$ cat src/sv/ogr_pkg.sv
// Shared types and constants of the occupancy grid ray update block.
package ogr_pkg;

  localparam int COORD_W     = 8;   // cell coordinate width on the ports
  localparam int STEP_W      = 16;  // occ_step / free_step width
  localparam int LIMIT_W     = 15;  // logodds_limit width
  localparam int OUT_LO_W    = 16;  // cell_logodds port width
  localparam int TOUCH_W     = 9;   // cells_touched width
  localparam int CLASS_W     = 2;   // occupancy_class width
  localparam int CFG_IDX_W   = 2;
  localparam int CFG_DATA_W  = 16;
  localparam int ERR_W       = 11;  // Bresenham decision value, signed
  localparam int QUEUE_DEPTH = 2;
  localparam int QPTR_W      = $clog2(QUEUE_DEPTH);
  localparam int QCNT_W      = $clog2(QUEUE_DEPTH + 1);

  // request types
  localparam logic REQ_RAY  = 1'b0;
  localparam logic REQ_READ = 1'b1;

  // occupancy classes
  localparam logic [CLASS_W-1:0] CLS_UNKNOWN  = 2'd0;
  localparam logic [CLASS_W-1:0] CLS_FREE     = 2'd1;
  localparam logic [CLASS_W-1:0] CLS_OCCUPIED = 2'd2;

  // configuration register indexes
  localparam logic [CFG_IDX_W-1:0] CFG_OCC_STEP      = 2'd0;
  localparam logic [CFG_IDX_W-1:0] CFG_FREE_STEP     = 2'd1;
  localparam logic [CFG_IDX_W-1:0] CFG_LOGODDS_LIMIT = 2'd2;

  // configuration reset values
  localparam logic signed [STEP_W-1:0] OCC_STEP_RST  = 16'sd3470;
  localparam logic signed [STEP_W-1:0] FREE_STEP_RST = -16'sd3470;
  localparam logic [LIMIT_W-1:0]       LIMIT_RST     = 15'd32767;

  // classified request, as it travels from the front through the queue
  typedef struct packed {
    logic               is_read;
    logic               xmajor;   // x is the major axis
    logic               x_neg;    // x steps downward
    logic               y_neg;    // y steps downward
    logic [COORD_W-1:0] x0;       // ray start or read cell row
    logic [COORD_W-1:0] y0;       // ray start or read cell column
    logic [COORD_W-1:0] major;    // major axis distance
    logic [COORD_W-1:0] minor;    // minor axis distance
  } cmd_t;

  typedef struct packed {
    logic full;
    logic empty;
  } q_stat_t;

endpackage

$ cat src/sv/ogr_fifo.sv
// Short command queue between the front end and the grid sequencer.
module ogr_fifo (
  input  logic              clk,
  input  logic              rst_n,
  input  logic              push,
  input  ogr_pkg::cmd_t     push_cmd,
  input  logic              pop,
  output ogr_pkg::cmd_t     pop_cmd,
  output ogr_pkg::q_stat_t  q_stat
);

  ogr_pkg::cmd_t                   ent_r [ogr_pkg::QUEUE_DEPTH];
  logic [ogr_pkg::QPTR_W-1:0]      wr_ptr_r;
  logic [ogr_pkg::QPTR_W-1:0]      rd_ptr_r;
  logic [ogr_pkg::QCNT_W-1:0]      count_r;

  assign q_stat.full  = count_r == ogr_pkg::QCNT_W'(ogr_pkg::QUEUE_DEPTH);
  assign q_stat.empty = count_r == '0;
  assign pop_cmd      = ent_r[rd_ptr_r];

  always_ff @(posedge clk) begin
    if (push) begin
      ent_r[wr_ptr_r] <= push_cmd;
    end
  end

  always_ff @(posedge clk) begin
    if (!rst_n) begin
      wr_ptr_r <= '0;
      rd_ptr_r <= '0;
      count_r  <= '0;
    end else begin
      if (push) begin
        wr_ptr_r <= (wr_ptr_r == ogr_pkg::QPTR_W'(ogr_pkg::QUEUE_DEPTH - 1)) ? '0
                                                                            : wr_ptr_r + 1'b1;
      end
      if (pop) begin
        rd_ptr_r <= (rd_ptr_r == ogr_pkg::QPTR_W'(ogr_pkg::QUEUE_DEPTH - 1)) ? '0
                                                                            : rd_ptr_r + 1'b1;
      end
      if (push && !pop) begin
        count_r <= count_r + 1'b1;
      end else if (pop && !push) begin
        count_r <= count_r - 1'b1;
      end
    end
  end

endmodule

$ cat config.mk
export PLATFORM = sky130hd
export DESIGN_NAME = ogr_fifo
export DESIGN_NICKNAME = d
export VERILOG_FILES = /design/src/sv/ogr_pkg.sv /design/src/sv/ogr_fifo.sv
export SDC_FILE = /design/constraint.sdc
export NUM_CORES = 1
export LEC_CHECK = 0
export BUFFER_PORTS_ARGS = -buffer_cell sky130_fd_sc_hd__buf_2
export CAP_MARGIN = 10
export CORE_MARGIN = 2
export CORE_UTILIZATION = 47
export CTS_CLUSTER_DIAMETER = 50
export DETAILED_ROUTE_END_ITERATION = 12
export GPL_TIMING_DRIVEN = 1
export PLACE_DENSITY_LB_ADDON = 0.1
export SYNTH_ARGS = -nofsm -noshare
export SYNTH_HDL_FRONTEND = slang
export SYNTH_SLANG_ARGS = --single-unit
$ cat constraint.sdc
create_clock -name clk -period 3.95 [get_ports clk]
set_input_delay 0.79 -clock clk [delete_from_list [all_inputs] [get_ports clk]]
set_output_delay 0.79 -clock clk [all_outputs]
set_load 0.01 [all_outputs]
==> flow_summary.toml <==
[die]
core_mm2 = 0.00585
dieArea_mm2 = 0.00665
die_x_um = 81.5
rows = 28
start_util_pct = 48.3
io_pins = 78
die_h_um = 81.5

[synth]
ys_warn_count = 0
synth_area_leaders = "edfxtp_1, mux2_2, dfxtp_1, buf_6, and2_1"
yosysMostFrequentCell = "edfxtp_1"
syn-cell-area_mm2 = 0.00283
synth_top_cell_area_share_pct = 76.5
synth_largest_area_cell = "edfxtp_1"
synth_cell_type_count = 17
synthCells = 134
synthArstFlopShare_pct = 0
synthFlopType = "edfxtp_1"
synth.net_count = 175
synth-edff-count = 72
synth.yosys.seq_area_share_pct = 80.1
syn_area_per_cell_um2 = 21.1
ys_ff_latch = 77
ys_top_cells_by_count = "edfxtp_1, mux2_2, dfxtp_1, and2_1, buf_6"

[layout]
syn2layout_area_growth_pct = 22.4
multi_input_area_um2 = 529
nets = 259
num_antenna_cells = 0
n_fill_cell = 450
layout-drive-gt1-share_pct = 58.3
seq_area_mm2 = 0.00226

[critical_path]
path_cells = "mux2_2 > buf_2"
path_max_fanout = 36
path_delay_family = "flip-flops"
slowest_delay_ps = 890
path_buf_inv = 1
critPathLaunchType = "flip-flop"
crit_arrival_ps = 1790
crit_type = "flip-flop to primary output"
crit_slowest_cell = "dfxtp_2"
critPathCaptureType = "primary output"
crit_required_ps = 3160

[global_routing]
gr-usage-all-layers_pct = 14.4
globalRoute.totalOverflow = 0
antenna_found_initial = 0
grt_max_degree = 38
grt_first_pass_wirelength_mm = 6.79
grt_pass1_vias = 1478

[detailed_routing]
initialDrtViolationCount = 37
vias_per_cell = 4.75
first_pass_iters = 4
dr_total_vias = 1415
totalWireLength_mm = 4.55
drc_errors = 0
antenna_left = 0
wl_per_cell_um = 15.3

[sta]
drv_slew = 0
period_share_pct = 65.4
fin_crit_ps = 2580
skew_ps = 3.88
setup_violations = 0
setup_tns_ps = 0
hold_violations = 0
rsz0062_at_grt = "no"
relSlewSlack_pct = 30.7
worstMarginPinSlew_ps = 1040
holdWs_ps = 540
fmax_mhz = 387

[power_and_ir_drop]
switching_share_pct = 21.6
vdd_drop_max_mv = 0.294
p_leak_nw = 1.31
p_sw_mw = 0.363
total_power_mw = 1.68
intPower_mw = 1.32
seqPwrFrac_pct = 57.6
p_per_area_mw_per_mm2 = 486
p_clk_share_pct = 32.4
power_frac_comb_pct = 10.0

[clock_tree]
clock_path_buffers = 2
tritoncts.num_buffers = 9
numClockSinks = 77
cts_resized = 0
tritoncts = "done"
cts_root_buffer = "clkbuf_8"
clock_latency_ps = 330
hold_buffers = 0
post_cts_buffers = 0
htree_levels = 3
path_clk_slew_ps = 70

[job]
timing.max_cap.violations = 0

[run_status]
outcome = "completed"

[placed_design]
dpl.hpwl_mm = 2.94
gp_congestion = 0.643
port_buffers = 77

[min_path]
min_path_type = "flip-flop to flip-flop"
[through the flow]
stage,util [%],setup slack [ps],std cells,instance area (um2)
final,59.1,1370,298,3460
after CTS,59.1,1290,298,3460
after global routing,59.1,1230,298,3460
after global placement,56.0,1700,282,3280
after detailed placement,56.0,1660,282,3280
after floorplan,-,1080,134,2830
[cell usage in the layout (no fill, tap or decap)]
cell type / Yosys / layout
a21boi_1: 1 / 1
and2_1: 4 / 3
and2_2: 0 / 1
and2b_2: 1 / 1
buf_2: 1 / 77
bufinv_16: 0 / 1
clkbuf_1: 0 / 2
clkbuf_8: 0 / 9
clkinv_1: 0 / 1
clkinv_2: 0 / 2
clkinvlp_4: 0 / 1
dfxtp_1: 5 / 4
dfxtp_2: 0 / 1
edfxtp_1: 72 / 72
ha_1: 1 / 1
inv_1: 1 / 1
mux2_2: 36 / 36
nor2_1: 1 / 1
nor2b_1: 2 / 1
nor2b_4: 0 / 1
o21a_1: 1 / 1
o21ai_0: 1 / 1
or3_1: 1 / 1
xnor2_1: 1 / 1
xor2_1: 2 / 2
[registers in the layout, indices dropped and copies added, names as in the netlist, named ones only]
| signal | cells |
|---|---|
| count_r | 2 |
| wr_ptr_r | 1 |
| rd_ptr_r | 1 |
| ent_r | 72 |
[worst paths after layout]
check	start	endpoint	slack [ps]	cells past startpoint
hold / removal	count_r[1]	count_r[1]	540	2
setup reg to reg	wr_ptr_r	ent_r[0][7]	2400	1
hold reg to reg	count_r[1]	count_r[1]	540	2
setup / recovery	flip-flop	pop_cmd[15]	1370	2
[final cells by class]
type / count / area share [%]
flip-flops and latches: 77 / 65.4
multi-input cells: 52 / 15.3
repair buffers: 77 / 11.1
clock buffers: 11 / 3.80
well taps: 75 / 2.71
clock inverters: 5 / 1.48
inverters: 1 / 0.109
[cell families (layout without fill, tap and decap cells)]
group | Yosys count | count (layout) | share of synthesized area [%]
DFF | 77 | 77 | 80.1
muxes | 36 | 36 | 14.3
and+or+nand+nor | 9 | 9 | 1.99
buffers and inverters | 5 | 94 | 1.51
AOI/OAI and AO/OA | 3 | 3 | 0.709
xor gates and xnor gates | 3 | 3 | 0.930
adders and majority gates | 1 | 1 | 0.443
[per-layer routing]
layer	wire length, um	track usage, %	share of wire, %
met1	1800	15.2	40
met2	2370	25.2	52
met3	285	4.29	6.3
met4	90	8.64	2.0
met5	0	0	0
[power groups by stage]
stage	registers, mW	clock network, mW	logic, mW
3_5_place_dp	0.987	0	0.171
2_1_floorplan	0.968	0	0.114
3_3_place_gp	0.983	0	0.167
6_report	0.968	0.544	0.169
5_1_grt	0.973	0.594	0.185
4_1_cts	0.969	0.562	0.172
Power figures use the tool's default switching activity.
