===== src/sv/ogr_pkg.sv =====
// Shared types and constants of the occupancy grid ray update block.
package ogr_pkg;

  localparam int COORD_W     = 8;   // cell coordinate width on the ports
  localparam int STEP_W      = 16;  // occ_step / free_step width
  localparam int LIMIT_W     = 15;  // logodds_limit width
  localparam int OUT_LO_W    = 16;  // cell_logodds port width
  localparam int TOUCH_W     = 9;   // cells_touched width
  localparam int CLASS_W     = 2;   // occupancy_class width
  localparam int CFG_IDX_W   = 2;
  localparam int CFG_DATA_W  = 16;
  localparam int ERR_W       = 11;  // Bresenham decision value, signed
  localparam int QUEUE_DEPTH = 2;
  localparam int QPTR_W      = $clog2(QUEUE_DEPTH);
  localparam int QCNT_W      = $clog2(QUEUE_DEPTH + 1);

  // request types
  localparam logic REQ_RAY  = 1'b0;
  localparam logic REQ_READ = 1'b1;

  // occupancy classes
  localparam logic [CLASS_W-1:0] CLS_UNKNOWN  = 2'd0;
  localparam logic [CLASS_W-1:0] CLS_FREE     = 2'd1;
  localparam logic [CLASS_W-1:0] CLS_OCCUPIED = 2'd2;

  // configuration register indexes
  localparam logic [CFG_IDX_W-1:0] CFG_OCC_STEP      = 2'd0;
  localparam logic [CFG_IDX_W-1:0] CFG_FREE_STEP     = 2'd1;
  localparam logic [CFG_IDX_W-1:0] CFG_LOGODDS_LIMIT = 2'd2;

  // configuration reset values
  localparam logic signed [STEP_W-1:0] OCC_STEP_RST  = 16'sd3470;
  localparam logic signed [STEP_W-1:0] FREE_STEP_RST = -16'sd3470;
  localparam logic [LIMIT_W-1:0]       LIMIT_RST     = 15'd32767;

  // classified request, as it travels from the front through the queue
  typedef struct packed {
    logic               is_read;
    logic               xmajor;   // x is the major axis
    logic               x_neg;    // x steps downward
    logic               y_neg;    // y steps downward
    logic [COORD_W-1:0] x0;       // ray start or read cell row
    logic [COORD_W-1:0] y0;       // ray start or read cell column
    logic [COORD_W-1:0] major;    // major axis distance
    logic [COORD_W-1:0] minor;    // minor axis distance
  } cmd_t;

  typedef struct packed {
    logic full;
    logic empty;
  } q_stat_t;

endpackage


===== src/sv/ogr_front.sv =====
// Front end: takes request beats and classifies them into queue commands.
module ogr_front (
  input  logic                          in_valid,
  output logic                          in_stall,
  input  logic                          in_req_type,
  input  logic [ogr_pkg::COORD_W-1:0]   in_start_x,
  input  logic [ogr_pkg::COORD_W-1:0]   in_start_y,
  input  logic [ogr_pkg::COORD_W-1:0]   in_end_x,
  input  logic [ogr_pkg::COORD_W-1:0]   in_end_y,
  input  logic [ogr_pkg::COORD_W-1:0]   in_read_x,
  input  logic [ogr_pkg::COORD_W-1:0]   in_read_y,
  input  ogr_pkg::q_stat_t              q_stat,
  input  logic                          clearing,
  output logic                          push,
  output ogr_pkg::cmd_t                 push_cmd
);

  logic [ogr_pkg::COORD_W-1:0] adx;
  logic [ogr_pkg::COORD_W-1:0] ady;
  logic                        xmajor;

  assign in_stall = q_stat.full || clearing;
  assign push     = in_valid && !in_stall;

  always_comb begin
    adx    = (in_end_x >= in_start_x) ? (in_end_x - in_start_x) : (in_start_x - in_end_x);
    ady    = (in_end_y >= in_start_y) ? (in_end_y - in_start_y) : (in_start_y - in_end_y);
    // a tie makes y the major axis
    xmajor = adx > ady;

    push_cmd = '0;
    if (in_req_type == ogr_pkg::REQ_READ) begin
      push_cmd.is_read = 1'b1;
      push_cmd.x0      = in_read_x;
      push_cmd.y0      = in_read_y;
    end else begin
      push_cmd.is_read = 1'b0;
      push_cmd.xmajor  = xmajor;
      push_cmd.x_neg   = !(in_end_x > in_start_x);
      push_cmd.y_neg   = !(in_end_y > in_start_y);
      push_cmd.x0      = in_start_x;
      push_cmd.y0      = in_start_y;
      push_cmd.major   = xmajor ? adx : ady;
      push_cmd.minor   = xmajor ? ady : adx;
    end
  end

endmodule


===== config.mk =====
export PLATFORM = sky130hd
export DESIGN_NAME = ogr_front
export DESIGN_NICKNAME = d
export VERILOG_FILES = /design/src/sv/ogr_pkg.sv /design/src/sv/ogr_front.sv
export SDC_FILE = /design/constraint.sdc
export NUM_CORES = 1
export LEC_CHECK = 0
export BUFFER_PORTS_ARGS = -buffer_cell sky130_fd_sc_hd__buf_2
export CAP_MARGIN = 5
export CORE_UTILIZATION = 35
export DETAILED_ROUTE_END_ITERATION = 10
export PLACE_DENSITY_LB_ADDON = 0.1
export SYNTH_ARGS = -nofsm -noshare
export SYNTH_HDL_FRONTEND = slang
export SYNTH_SLANG_ARGS = --single-unit

===== constraint.sdc =====
create_clock -name vclk -period 5.4
set_clock_uncertainty 0.2 [all_clocks]
set_input_delay 0.81 -clock vclk [all_inputs]
set_output_delay 0.81 -clock vclk [all_outputs]
set_load 0.005 [all_outputs]

==> results of run 1 <==
cell families (layout without fill, tap and decap cells):
kind of cell,after synthesis,in the layout,synth area share (%)
buffers and inverters,65,183,13.16
AND/OR/NAND/NOR,60,60,14.46
XOR/XNOR,10,10,4.345
adder cells (fa/ha/maj),42,42,27.56
multiplexers,9,9,4.469
AO/OA/AOI/OAI,104,104,36.00
routing by layer:
layer,GRT usage (%),routed length (microns),share of wire (%)
met1,27.43,2983,50
met2,30.97,2717,45
met3,1.176,291,4.9
met4,0.5556,0,0
met5,0,0,0
through the flow:
stage	TNS (ps)	hold WS, ps	worst slack, ps
global placement	-48.75	1683	-29.73
finish	0	1688	55.89
global route	-291.2	1700	-72.32
detailed placement	-94.69	1688	-57.35
floorplan	0	1491	396.1
CTS	0	1690	2.211
cell type report:
cell class | instances | share of cell area, %
Inverter | 51 | 6.333
Tap cell | 72 | 2.980
Timing Repair Buffer | 132 | 25.70
Multi-Input combinational cell | 225 | 64.98
power groups by stage:
stage          sequential (mW)  clock [mW]  combinational, mW
2_1_floorplan                0           0              0.298
3_3_place_gp                 0           0              0.500
3_5_place_dp                 0           0              0.506
4_1_cts                      0           0              0.511
5_1_grt                      0           0              0.667
6_report                     0           0              0.605
final timing paths:
kind | startpoint | to | slack [ps] | cells after the start
hold / removal | q_stat[1] | in_stall | 1690 | 3
setup / recovery | in_end_y[0] | push_cmd[12] | 60 | 21
Yosys cell counts (3+ instances only):
master | instances | share of area, %
sky130_fd_sc_hd__inv_1 | 51 | 9.5
sky130_fd_sc_hd__ha_1 | 38 | 24
sky130_fd_sc_hd__nand2_1 | 28 | 5.2
sky130_fd_sc_hd__o21ai_0 | 25 | 6.2
sky130_fd_sc_hd__a21oi_1 | 23 | 5.7
sky130_fd_sc_hd__mux2i_1 | 9 | 4.5
sky130_fd_sc_hd__nor2_1 | 8 | 1.5
sky130_fd_sc_hd__o22ai_1 | 8 | 2.5
sky130_fd_sc_hd__xnor2_1 | 7 | 3.0
sky130_fd_sc_hd__clkbuf_1 | 6 | 1.1
sky130_fd_sc_hd__a21o_1 | 5 | 1.9
sky130_fd_sc_hd__buf_2 | 5 | 1.2
sky130_fd_sc_hd__o21bai_1 | 5 | 1.9
sky130_fd_sc_hd__a211oi_1 | 4 | 1.5
sky130_fd_sc_hd__fa_1 | 4 | 4.0
sky130_fd_sc_hd__nand3_1 | 4 | 0.99
sky130_fd_sc_hd__nand4_1 | 4 | 1.2
sky130_fd_sc_hd__a311oi_1 | 3 | 1.3
sky130_fd_sc_hd__o21a_1 | 3 | 1.1
sky130_fd_sc_hd__xor2_1 | 3 | 1.3
what timing repair did:
| item | 4_1_cts | 5_1_grt |
|---|---|---|
| setup buffers | 0 | 10 |
| endpoints found under the setup margin | 6 | 17 |
| resized for setup | 3 | 46 |
| pin swaps | 0 | 18 |
==> results.txt, run 1 <==
The flow ran to the end, and the final reports show no timing, DRC or antenna violations. The first global-routing pass estimated 9646 microns of wire. Combinational logic is responsible for 100.0% of the overall power. Dividing the detail-routed via count by the number of cells gives 5.102. The analysis attributes to net switching a power of 0.3001 mW. For this block, the initial DRC count from the detailed router was 49. Post-layout minimum cycle time: 5344 ps.

In this design, the stage delay of the slowest critical-path cell is 380 ps. For the worst setup path, the data required time is 4390 ps. The run gives 0 as the initial antenna violation count. Counting the fill cells in the layout gives 569. The count of buffers added on input and output ports is 90.

The detail route stage leaves a number of antenna-violating nets equal to 0. During synthesis, Yosys emitted a total of 0 warnings. The die is 77.89 microns tall.

The worst setup path is launched from a primary input. The most common cell after layout, fill and taps aside is sky130_fd_sc_hd__buf_2. Cell at the slowest stage of the critical path: sky130_fd_sc_hd__fa_2.

Entering global routing, the biggest net connects 40 pins. The signal on the critical path passes through buf_2 > inv_2 > ha_4 > inv_2 > fa_2 > a21oi_2 > o211a_1 > buf_6 > o21bai_4 > a311oi_1 > nor3_1 > or2_2 > ha_1 > a21oi_1 > o21ai_2 > a21oi_1 > o21ai_2 > buf_6 > buf_4 > o22ai_1 > buf_2. The tools report the number of global-route vias before repair as 2,242. Of the available clock period, the critical path in the final layout requires 98.97%. In the synthesized netlist, the number of instances is 290.

The upper clock frequency limit came out at 187.1 MHz. The logs give 58.53% for the relative max-transition margin and 5 for the number of iterations in the first detailed-routing pass. Cells fill 54.56% of the core in the end. The DRC violation count after routing came out at 0. The die covers 6067 sq um. The tools report the I/O pin count as 91. At the end of the flow, the number of nets in the layout was 505. The area inside the core boundary is 5540 sq um, and the starting density of the core is 36.38%. The residual overflow from global routing is 0. At the end of routability-driven placement, the weighted congestion stood at 0.8781. Summed over all nets, the half-perimeter wirelength after detailed placement is 4760 microns. The critical-path maximum fanout is 5. The worst setup path is of the in -> out kind.

The actual transition at the worst max-transition pin was 622.0 ps. The tightest min-delay check is of the in -> out type. The count of buffering cells on the critical path with inverters included came out at 7. Detailed routing inserted a total of 2,449 vias. Counting distinct cell types in the post-synthesis netlist gives 55. The average instance area after synthesis is 6.951 sq um.

The analysis attributes to cell leakage a power of 1.628 nW. After synthesis the cells add up to 2016 sq um. The number of non-filler instances in the completed layout came out at 480.

The clock network burns 0% of the power. Internal power summed over all cells: 0.3048 mW. Counting every net in the synthesized netlist gives 385. In the final routed layout, each cell accounts on average for 12.48 microns. Global routing consumed, over all layers together, 18.60% of the routing resources. Leaving out fill and tap cells, the most frequent cells in the layout are 90 x sky130_fd_sc_hd__buf_2, 49 x sky130_fd_sc_hd__inv_1, 39 x sky130_fd_sc_hd__buf_4, 36 x sky130_fd_sc_hd__ha_1, 26 x sky130_fd_sc_hd__nand2_1. The power per cell area is 200.1 nW/um^2, and the clock buffer instance count of the final layout is 0.

The number of placed instances, taps included, is 470. The post-route cell area was 3023 sq um; the sequential share of power was 0%. The logs give 0 for the final count of negative-setup-slack endpoints and 0 for the number of hold buffers added after cts. The layout-stage area growth over the synthesis result was 49.97%. The sequential cells in the finished layout cover a total of 0 sq um. After floorplanning, the core was divided into 27 placement rows. The sequential share of the synthesized area was 0%; the largest voltage drop on the vdd net was 98.67 uV.

In this run switching power makes up 49.62% of total power. In this design, the largest share of critical-path delay is due to compound AO/OA/AOI/OAI gates. Instance area after placement: 2723 sq um. The post-route netlist has 44.12% of its cells at a drive strength greater than 1. The chip width was 77.89 microns. The design has 0 sequential cells.

Wires add up to 5992 microns. Number of pins exceeding their max-slew limit in the final report: 0. The logs give 0.6049 mW for the total power draw and 4330 ps for the worst endpoint data arrival time. The number of inserted diodes is 0.

Final hold violation count: 0. In the final layout, the multi-input gates occupy 1964 sq um. The tools report the nature of the critical path endpoint as an output port.

The tool flagged a number of max-cap violations equal to 0.
No activity file was read; power rests on OpenSTA's default activity.
==> run 2: changes to the inputs <==
==> constraint.sdc (replaced) <==
create_clock -name vclk -period 5.73
set_clock_uncertainty 0.2 [all_clocks]
set_input_delay 0.8595 -clock vclk [all_inputs]
set_output_delay 0.8595 -clock vclk [all_outputs]
set_load 0.005 [all_outputs]
==> run 2 against run 1 <==
Setup slack gained 200 ps. Design area fell by 11%. First-iteration DRC count is 24% higher. Global-route usage down 1.0 points.
==> results.txt, run 2 (same netlist as run 1, synthesis figures left out) <==
Leaving out fill and tap cells, the most frequent cell in the layout is sky130_fd_sc_hd__buf_2. The share of power burned in the clock network is 0% (unchanged), and the die height is 77.89 microns (unchanged). For the number of global-route vias before repair, the log shows 2,002 (-11%). The final hold violation count was 0 (unchanged); the DRC violation count after routing was 0 (unchanged).

The total via count in the routed design is 2,328 (-4.9%). Leaving out fill and tap cells, the most frequent cells in the layout are 90 x sky130_fd_sc_hd__buf_2, 51 x sky130_fd_sc_hd__inv_1, 36 x sky130_fd_sc_hd__ha_1, 28 x sky130_fd_sc_hd__nand2_1, 23 x sky130_fd_sc_hd__o21ai_0. The routability congestion estimate from global placement is 0.8360 (-4.8%), and the post-route cell area is 2679 sq um (-11%). The tools report the starting density of the core as 36.38% (unchanged). The pin count of the biggest net entering global routing came out at 40 (unchanged). The worst-case setup slack after placement is 50.84 ps (+108.2 ps), and the layout sequential cell count is 0 (unchanged). The critical-path maximum fanout was 8 (+3). The critical path class is in -> out. The number of pins exceeding their max-slew limit in the final report was 0 (unchanged).

The number of design-rule violations left by the first detailed-router iteration is 61 (+24%). The actual transition at the worst max-transition pin was 638.8 ps (+16.74 ps); the leakage power summed over all cells was 1.469 nW (-9.8%). From synthesis to final layout, the design area changed by 32.90%. The relative max-transition margin is 57.42% (-1.1 points). The tools report the clock buffer instance count of the final layout as 0 (unchanged).

The fraction of final layout cells with drive strength greater than 1 was 34.99% (-9.1 points); the final count of negative-setup-slack endpoints was 0 (unchanged). The share of the clock period used by the worst path was 95.58%; the number of inserted filler cells in the final layout was 601 (+5.6%). The full die area came out at 6067 sq um (unchanged). The logs give 27 (unchanged) for the number of standard-cell rows in the floorplan and 4 (-1) for the number of iterations in the first detailed-routing pass.

Routed length per instance: 12.47 microns (-0.14%). The run gives 9039 microns (-6.3%) as the first-pass GRT wire length. The run gives 100.0% (about the same) as the logic gate share of total power.

The worst endpoint data arrival time was 4420 ps (+90 ps); the number of inserted diodes was 0 (unchanged). The min-delay analysis places its worst path in the category in -> out. Setup TNS: 0 ps (unchanged). The final wirelength is 5672 microns (-5.3%), and the area used by multi-input combinational logic is 1819 sq um (-7.4%).

The switching power was 0.2551 mW (-15%); the fraction of power spent switching nets was 52.96% (+3.3 points). The logs give 182.6 MHz for the upper clock frequency limit and 0 sq um (unchanged) for the sequential cell area. Max-capacitance violation count: 0 (unchanged).

For the area inside the core boundary, the log shows 5540 sq um (unchanged). The tools report the remaining number of nets flagged by the antenna check after routing as 0 (unchanged). The run finished with clean final reports. The run gives 4670 ps (+280 ps) as the worst path required time.

The I/O pin count is 91 (unchanged). The worst setup path is captured at an output port. The run gives 4680 microns (-1.7%) as the estimated wirelength of the detail-placed design.

The post-layout minimum cycle time is 5477 ps, and the instance area after placement is 2580 sq um (-5.2%). Number of nets in the final layout: 480 (-5.0%). The tools report the sequential share of power as 0% (unchanged). The count of input and output buffers is 90 (unchanged), and the largest voltage drop on the vdd net is 90.37 uV (-8.4%). The slack of the critical path is 253.2 ps (+197.3 ps). The via count normalized by instance count works out to 5.116 (+0.28%). The initial antenna violation count is 0 (unchanged), and the residual overflow from global routing is 0 (unchanged). The power per cell area was 179.8 nW/um^2 (-10%).

The number of hold buffers added after cts came out at 0 (unchanged). Kind of launch point of the worst setup path: a primary input. The tools report the internal power summed over all cells as 0.2265 mW (-26%). The global-route usage over all layers is 17.59% (-1.0 points), and the chip width is 77.89 microns (unchanged).
[run 2: cell types whose count changed in the layout (fill, tap and decap cells not counted), moves of 3 or more]
cell                      change
sky130_fd_sc_hd__buf_4       -22
sky130_fd_sc_hd__mux2i_1      +3
sky130_fd_sc_hd__xnor2_1      +3
sky130_fd_sc_hd__buf_6        -3
sky130_fd_sc_hd__xnor2_2      -3
[run 2: critical path, stage by stage]
cell and delay, ps:
sky130_fd_sc_hd__buf_2 90, sky130_fd_sc_hd__inv_1 50, sky130_fd_sc_hd__ha_2 400, sky130_fd_sc_hd__nand4_1 230
sky130_fd_sc_hd__a31o_2 320, sky130_fd_sc_hd__nand2_1 170, sky130_fd_sc_hd__mux2i_1 230, sky130_fd_sc_hd__xor2_1 200
sky130_fd_sc_hd__inv_1 60, sky130_fd_sc_hd__ha_1 300, sky130_fd_sc_hd__and3_1 210, sky130_fd_sc_hd__a221o_1 370
sky130_fd_sc_hd__a21oi_1 160, sky130_fd_sc_hd__o21ai_1 90, sky130_fd_sc_hd__buf_4 160, sky130_fd_sc_hd__buf_4 160
sky130_fd_sc_hd__o22ai_1 200, sky130_fd_sc_hd__buf_2 150
[run 2: worst paths after layout]
kind | from | end | slack [ps] | cells after the start
setup / recovery | in_start_x[5] | push_cmd[12] | 250 | 18
hold / removal | q_stat[1] | in_stall | 1790 | 3
[run 2: layout make-up]
| class | instances | share of cell area (%) |
|---|---|---|
| inverter | 51 | 7.146 |
| multi-input combinational | 225 | 67.91 |
| tap | 72 | 3.363 |
| timing repair buffer | 107 | 21.58 |
[run 2: stage by stage]
step / hold WS (ps) / total power [mW] / util (%) / instances
after detailed placement: 1791 / 0.4420 / 46.57 / 451
after global placement: 1781 / 0.4378 / 46.57 / 451
after floorplan: 1590 / 0.2809 / - / 290
after global routing: 1808 / 0.5390 / 48.35 / 455
after CTS: 1791 / 0.4443 / 46.57 / 451
final: 1787 / 0.4816 / 48.35 / 455
[run 2: timing repair]
item	in CTS	in global routing
resized for setup	0	18
endpoints found under the setup margin	0	16
buffers inserted	0	4
[run 2: layer usage]
| metal | vias up | GRT usage [%] | wire length (microns) |
|---|---|---|---|
| met2 | 75 | 27.70 | 2364 |
| met4 | 0 | 0 | 0 |
| met1 | 1033 | 27.76 | 3053 |
| met5 | - | 0 | 0 |
| li1 | 1220 | - | - |
| met3 | 0 | 0.4706 | 255 |
[run 2: power by group through the flow]
| stage | combinational [mW] | sequential [mW] | clock (mW) |
|---|---|---|---|
| after floorplan | 0.281 | 0 | 0 |
| after global routing | 0.539 | 0 | 0 |
| after CTS | 0.444 | 0 | 0 |
| after global placement | 0.438 | 0 | 0 |
| final | 0.482 | 0 | 0 |
| after detailed placement | 0.442 | 0 | 0 |
==> run 3: changes to the inputs <==
--- a/config.mk
+++ b/config.mk
@@ -7,9 +7,9 @@
 export LEC_CHECK = 0
 export BUFFER_PORTS_ARGS = -buffer_cell sky130_fd_sc_hd__buf_2
 export CAP_MARGIN = 5
-export CORE_UTILIZATION = 35
+export CORE_UTILIZATION = 45
 export DETAILED_ROUTE_END_ITERATION = 10
-export PLACE_DENSITY_LB_ADDON = 0.1
+export PLACE_DENSITY_LB_ADDON = 0.15
 export SYNTH_ARGS = -nofsm -noshare
 export SYNTH_HDL_FRONTEND = slang
 export SYNTH_SLANG_ARGS = --single-unit
==> run 3 against run 2 <==
Highest routed layer is now met4. Wire length down 9.8%. Die area down 22%. Setup slack worse by 50 ps. Critical endpoint is now push_cmd[7]. Largest power group unchanged. Utilization up 15 points. Maximum frequency down 0.90%. Combinational power down 5.0%.
==> results.txt, run 3 (same netlist as run 1, synthesis figures left out) <==
Share of the clock period used by the worst path: 96.45% (+0.87 points). The logs give 21.63% (+4.0 points) for the global-route usage over all layers and 4 (unchanged) for the number of iterations in the first detailed-routing pass. The logs give 1.461 nW (-0.58%) for the leakage power summed over all cells and 428 (-5.9%) for the number of non-filler instances in the completed layout. STA classifies the critical path startpoint as a primary input.

The number of nets in the final layout is 475 (-1.0%). The tools report the sequential cell area as 0 sq um (unchanged). The number of placed cells counting well taps was 427 (-5.3%); the number of cells traversed by the worst hold path was 4 (+1). For the number of inserted diodes, the log shows 0 (unchanged). The endpoint of the worst hold-timing path is push_cmd[24]. For the relative max-transition margin, the log shows 59.36% (+1.9 points). The logs give 35.44% (+7.7 points) for the met2 layer usage reported by global route and 4670 ps (about the same) for the worst path required time. For the post-route cell area, the log shows 2610 sq um (-2.6%).

The library cell used most frequently in the layout, excluding fill and tap cells, is sky130_fd_sc_hd__buf_2. The largest voltage drop on the vdd net came out at 95.89 uV (+6.1%). Traced cell by cell, the critical path runs through buf_2 > inv_1 > ha_1 > inv_1 > fa_1 > a21oi_2 > o2111ai_1 > a211oi_2 > a2111oi_4 > or2_1 > xor2_1 > ha_1 > nand2_1 > o21ai_0 > a21o_1 > nand3_2 > or4_1 > nand3_1 > buf_2.

The tools report the met1 routing resource usage after global routing as 32.14% (+4.4 points). The setup TNS is 0 ps (unchanged). For the met3 demand-to-capacity share in global routing, the log shows 1.316% (+0.85 points). The startpoint of the lowest-slack hold path was in_read_x[0].

The number of inserted filler cells in the final layout is 386 (-36%). Setup repair after global routing left no endpoint under its margin. For the total power draw, the log shows 0.4578 mW (-4.9%). The chip width works out to 68.93 microns (-12%). The starting density of the core came out at 48.64% (+12 points).

Count of input and output buffers: 90 (unchanged). The critical path class was in -> out. The layer flagged by global routing as most heavily used is met2.

The logs give 0 (unchanged) for the initial antenna violation count and 180.9 MHz (-0.90%) for the upper clock frequency limit. Fraction of final layout cells with drive strength greater than 1: 34.39% (-0.60 points). The critical path startpoint is in_end_y[0]. The clock buffer instance count of the final layout was 0 (unchanged). The first-pass GRT wire length was 8128 microns (-10%). The share of power burned in the clock network was 0% (unchanged); the number of standard-cell rows in the floorplan was 23 (-15%).

The routed length per instance came out at 11.96 microns (-4.1%). The number of pins exceeding their max-slew limit in the final report is 0 (unchanged). The run finished with clean final reports.

The fraction of power spent switching nets is 52.54% (-0.43 points), and the via count normalized by instance count is 5.442 (+6.4%). In this run the worst hold path is classified as in -> out. STA classifies the critical path endpoint as an output port.

The number of design-rule violations left by the first detailed-router iteration was 97 (+59%). The post-layout minimum cycle time was 5526 ps (+49.71 ps). The internal power summed over all cells was 0.2173 mW (-4.1%); the final count of negative-setup-slack endpoints was 0 (unchanged). The final hold violation count was 0 (unchanged); the die height was 68.93 microns (-12%).

The logic gate share of total power was 100.0% (about the same). The run gives 0 (unchanged) as the residual overflow from global routing. The remaining number of nets flagged by the antenna check after routing is 0 (unchanged). In the layout the commonest cells are 90 x sky130_fd_sc_hd__buf_2, 51 x sky130_fd_sc_hd__inv_1, 37 x sky130_fd_sc_hd__ha_1, 28 x sky130_fd_sc_hd__nand2_1, 24 x sky130_fd_sc_hd__o21ai_0. The sequential share of power was 0% (unchanged). Number of global-route vias before repair: 1,926 (-3.8%). Estimated wirelength of the detail-placed design: 4384 microns (-6.3%). The final wirelength was 5118 microns (-9.8%); the power per cell area was 175.4 nW/um^2 (-2.4%). The full die area is 4751 sq um (-22%), and the tightest hold margin is 1786 ps (-1.090 ps). The maximum single-stage delay on the critical path is 410 ps (about the same), and the max-capacitance violation count is 0 (unchanged). The routability congestion estimate from global placement was 0.8704 (+4.1%); the actual transition at the worst max-transition pin was 609.6 ps (-29.18 ps). Total via count in the routed design: 2,329 (+0.043%). Instance area after placement: 2537 sq um (-1.6%). For the layout sequential cell count, the log shows 0 (unchanged). The run gives 0.2405 mW (-5.7%) as the switching power. The critical-path maximum fanout works out to 4 (-4). The DRC violation count after routing is 0 (unchanged), and the pin count of the biggest net entering global routing is 40 (unchanged). The tools report the area inside the core boundary as 4144 sq um (-25%). The worst endpoint data arrival time was 4470 ps (+50 ps). The I/O pin count is 91 (unchanged). The cell at the slowest stage of the critical path was sky130_fd_sc_hd__fa_1. The layout-stage area growth over the synthesis result is 29.48%.
run 3: changes by cell type in the layout (fill, tap and decap cells not counted), moves of 2 or more:
| cell | change |
|---|---|
| sky130_fd_sc_hd__xnor2_2 | +3 |
| sky130_fd_sc_hd__buf_4 | -5 |
| sky130_fd_sc_hd__a21oi_2 | +2 |
| sky130_fd_sc_hd__xnor2_1 | -3 |
| sky130_fd_sc_hd__a21oi_1 | -2 |
run 3: worst max path at each step:
stage / end / cells after the start / slack (ps)
floorplan: push_cmd[15] / 18 / 630
global placement: push_cmd[15] / 19 / 110
detailed placement: push_cmd[15] / 19 / 50
CTS: push_cmd[15] / 19 / 30
global route: push_cmd[0] / 18 / 0.04
finish: push_cmd[7] / 19 / 200
run 3: cell type report:
type / count / area (sq um) / area share, %
tap: 50 / 62.56 / 2.397
multi-input combinational: 225 / 1815 / 69.56
timing repair buffer: 102 / 540.5 / 20.71
inverter: 51 / 191.4 / 7.335
run 3: metal layers:
| layer | share of wire [%] | vias to the layer above |
|---|---|---|
| li1 | - | 1218 |
| met3 | 6.0 | 2 |
| met5 | 0 | - |
| met4 | 0.27 | 0 |
| met1 | 51 | 1025 |
| met2 | 42 | 84 |
run 3: power groups by stage:
stage	clock network (mW)	registers (mW)	logic, mW
after floorplan	0	0	0.281
after global placement	0	0	0.425
after detailed placement	0	0	0.431
after CTS	0	0	0.434
after global routing	0	0	0.517
final	0	0	0.458
run 3: worst max-delay path, delay by kind of cell:
| kind | cells | cell delay [ps] |
|---|---|---|
| xor gates and xnor gates | 1 | 150 |
| buffers and inverters | 4 | 320 |
| AOI/OAI and AO/OA | 6 | 1290 |
| and+or+nand+nor | 5 | 980 |
| adders and majority gates | 3 | 850 |
run 3: what timing repair did:
item                                   CTS  global route
setup endpoints to repair                0            16
setup buffers                            0             1
endpoints found under the hold margin    0             0
resized for setup                        0            15
hold buffers                             0             0
run 3: through the flow:
stage	util [%]	worst slack (ps)
5_1_grt	62.98	0.03730
3_5_place_dp	61.23	46.69
3_3_place_gp	61.23	105.6
4_1_cts	61.23	34.19
6_report	62.98	203.5
2_1_floorplan	-	627.1
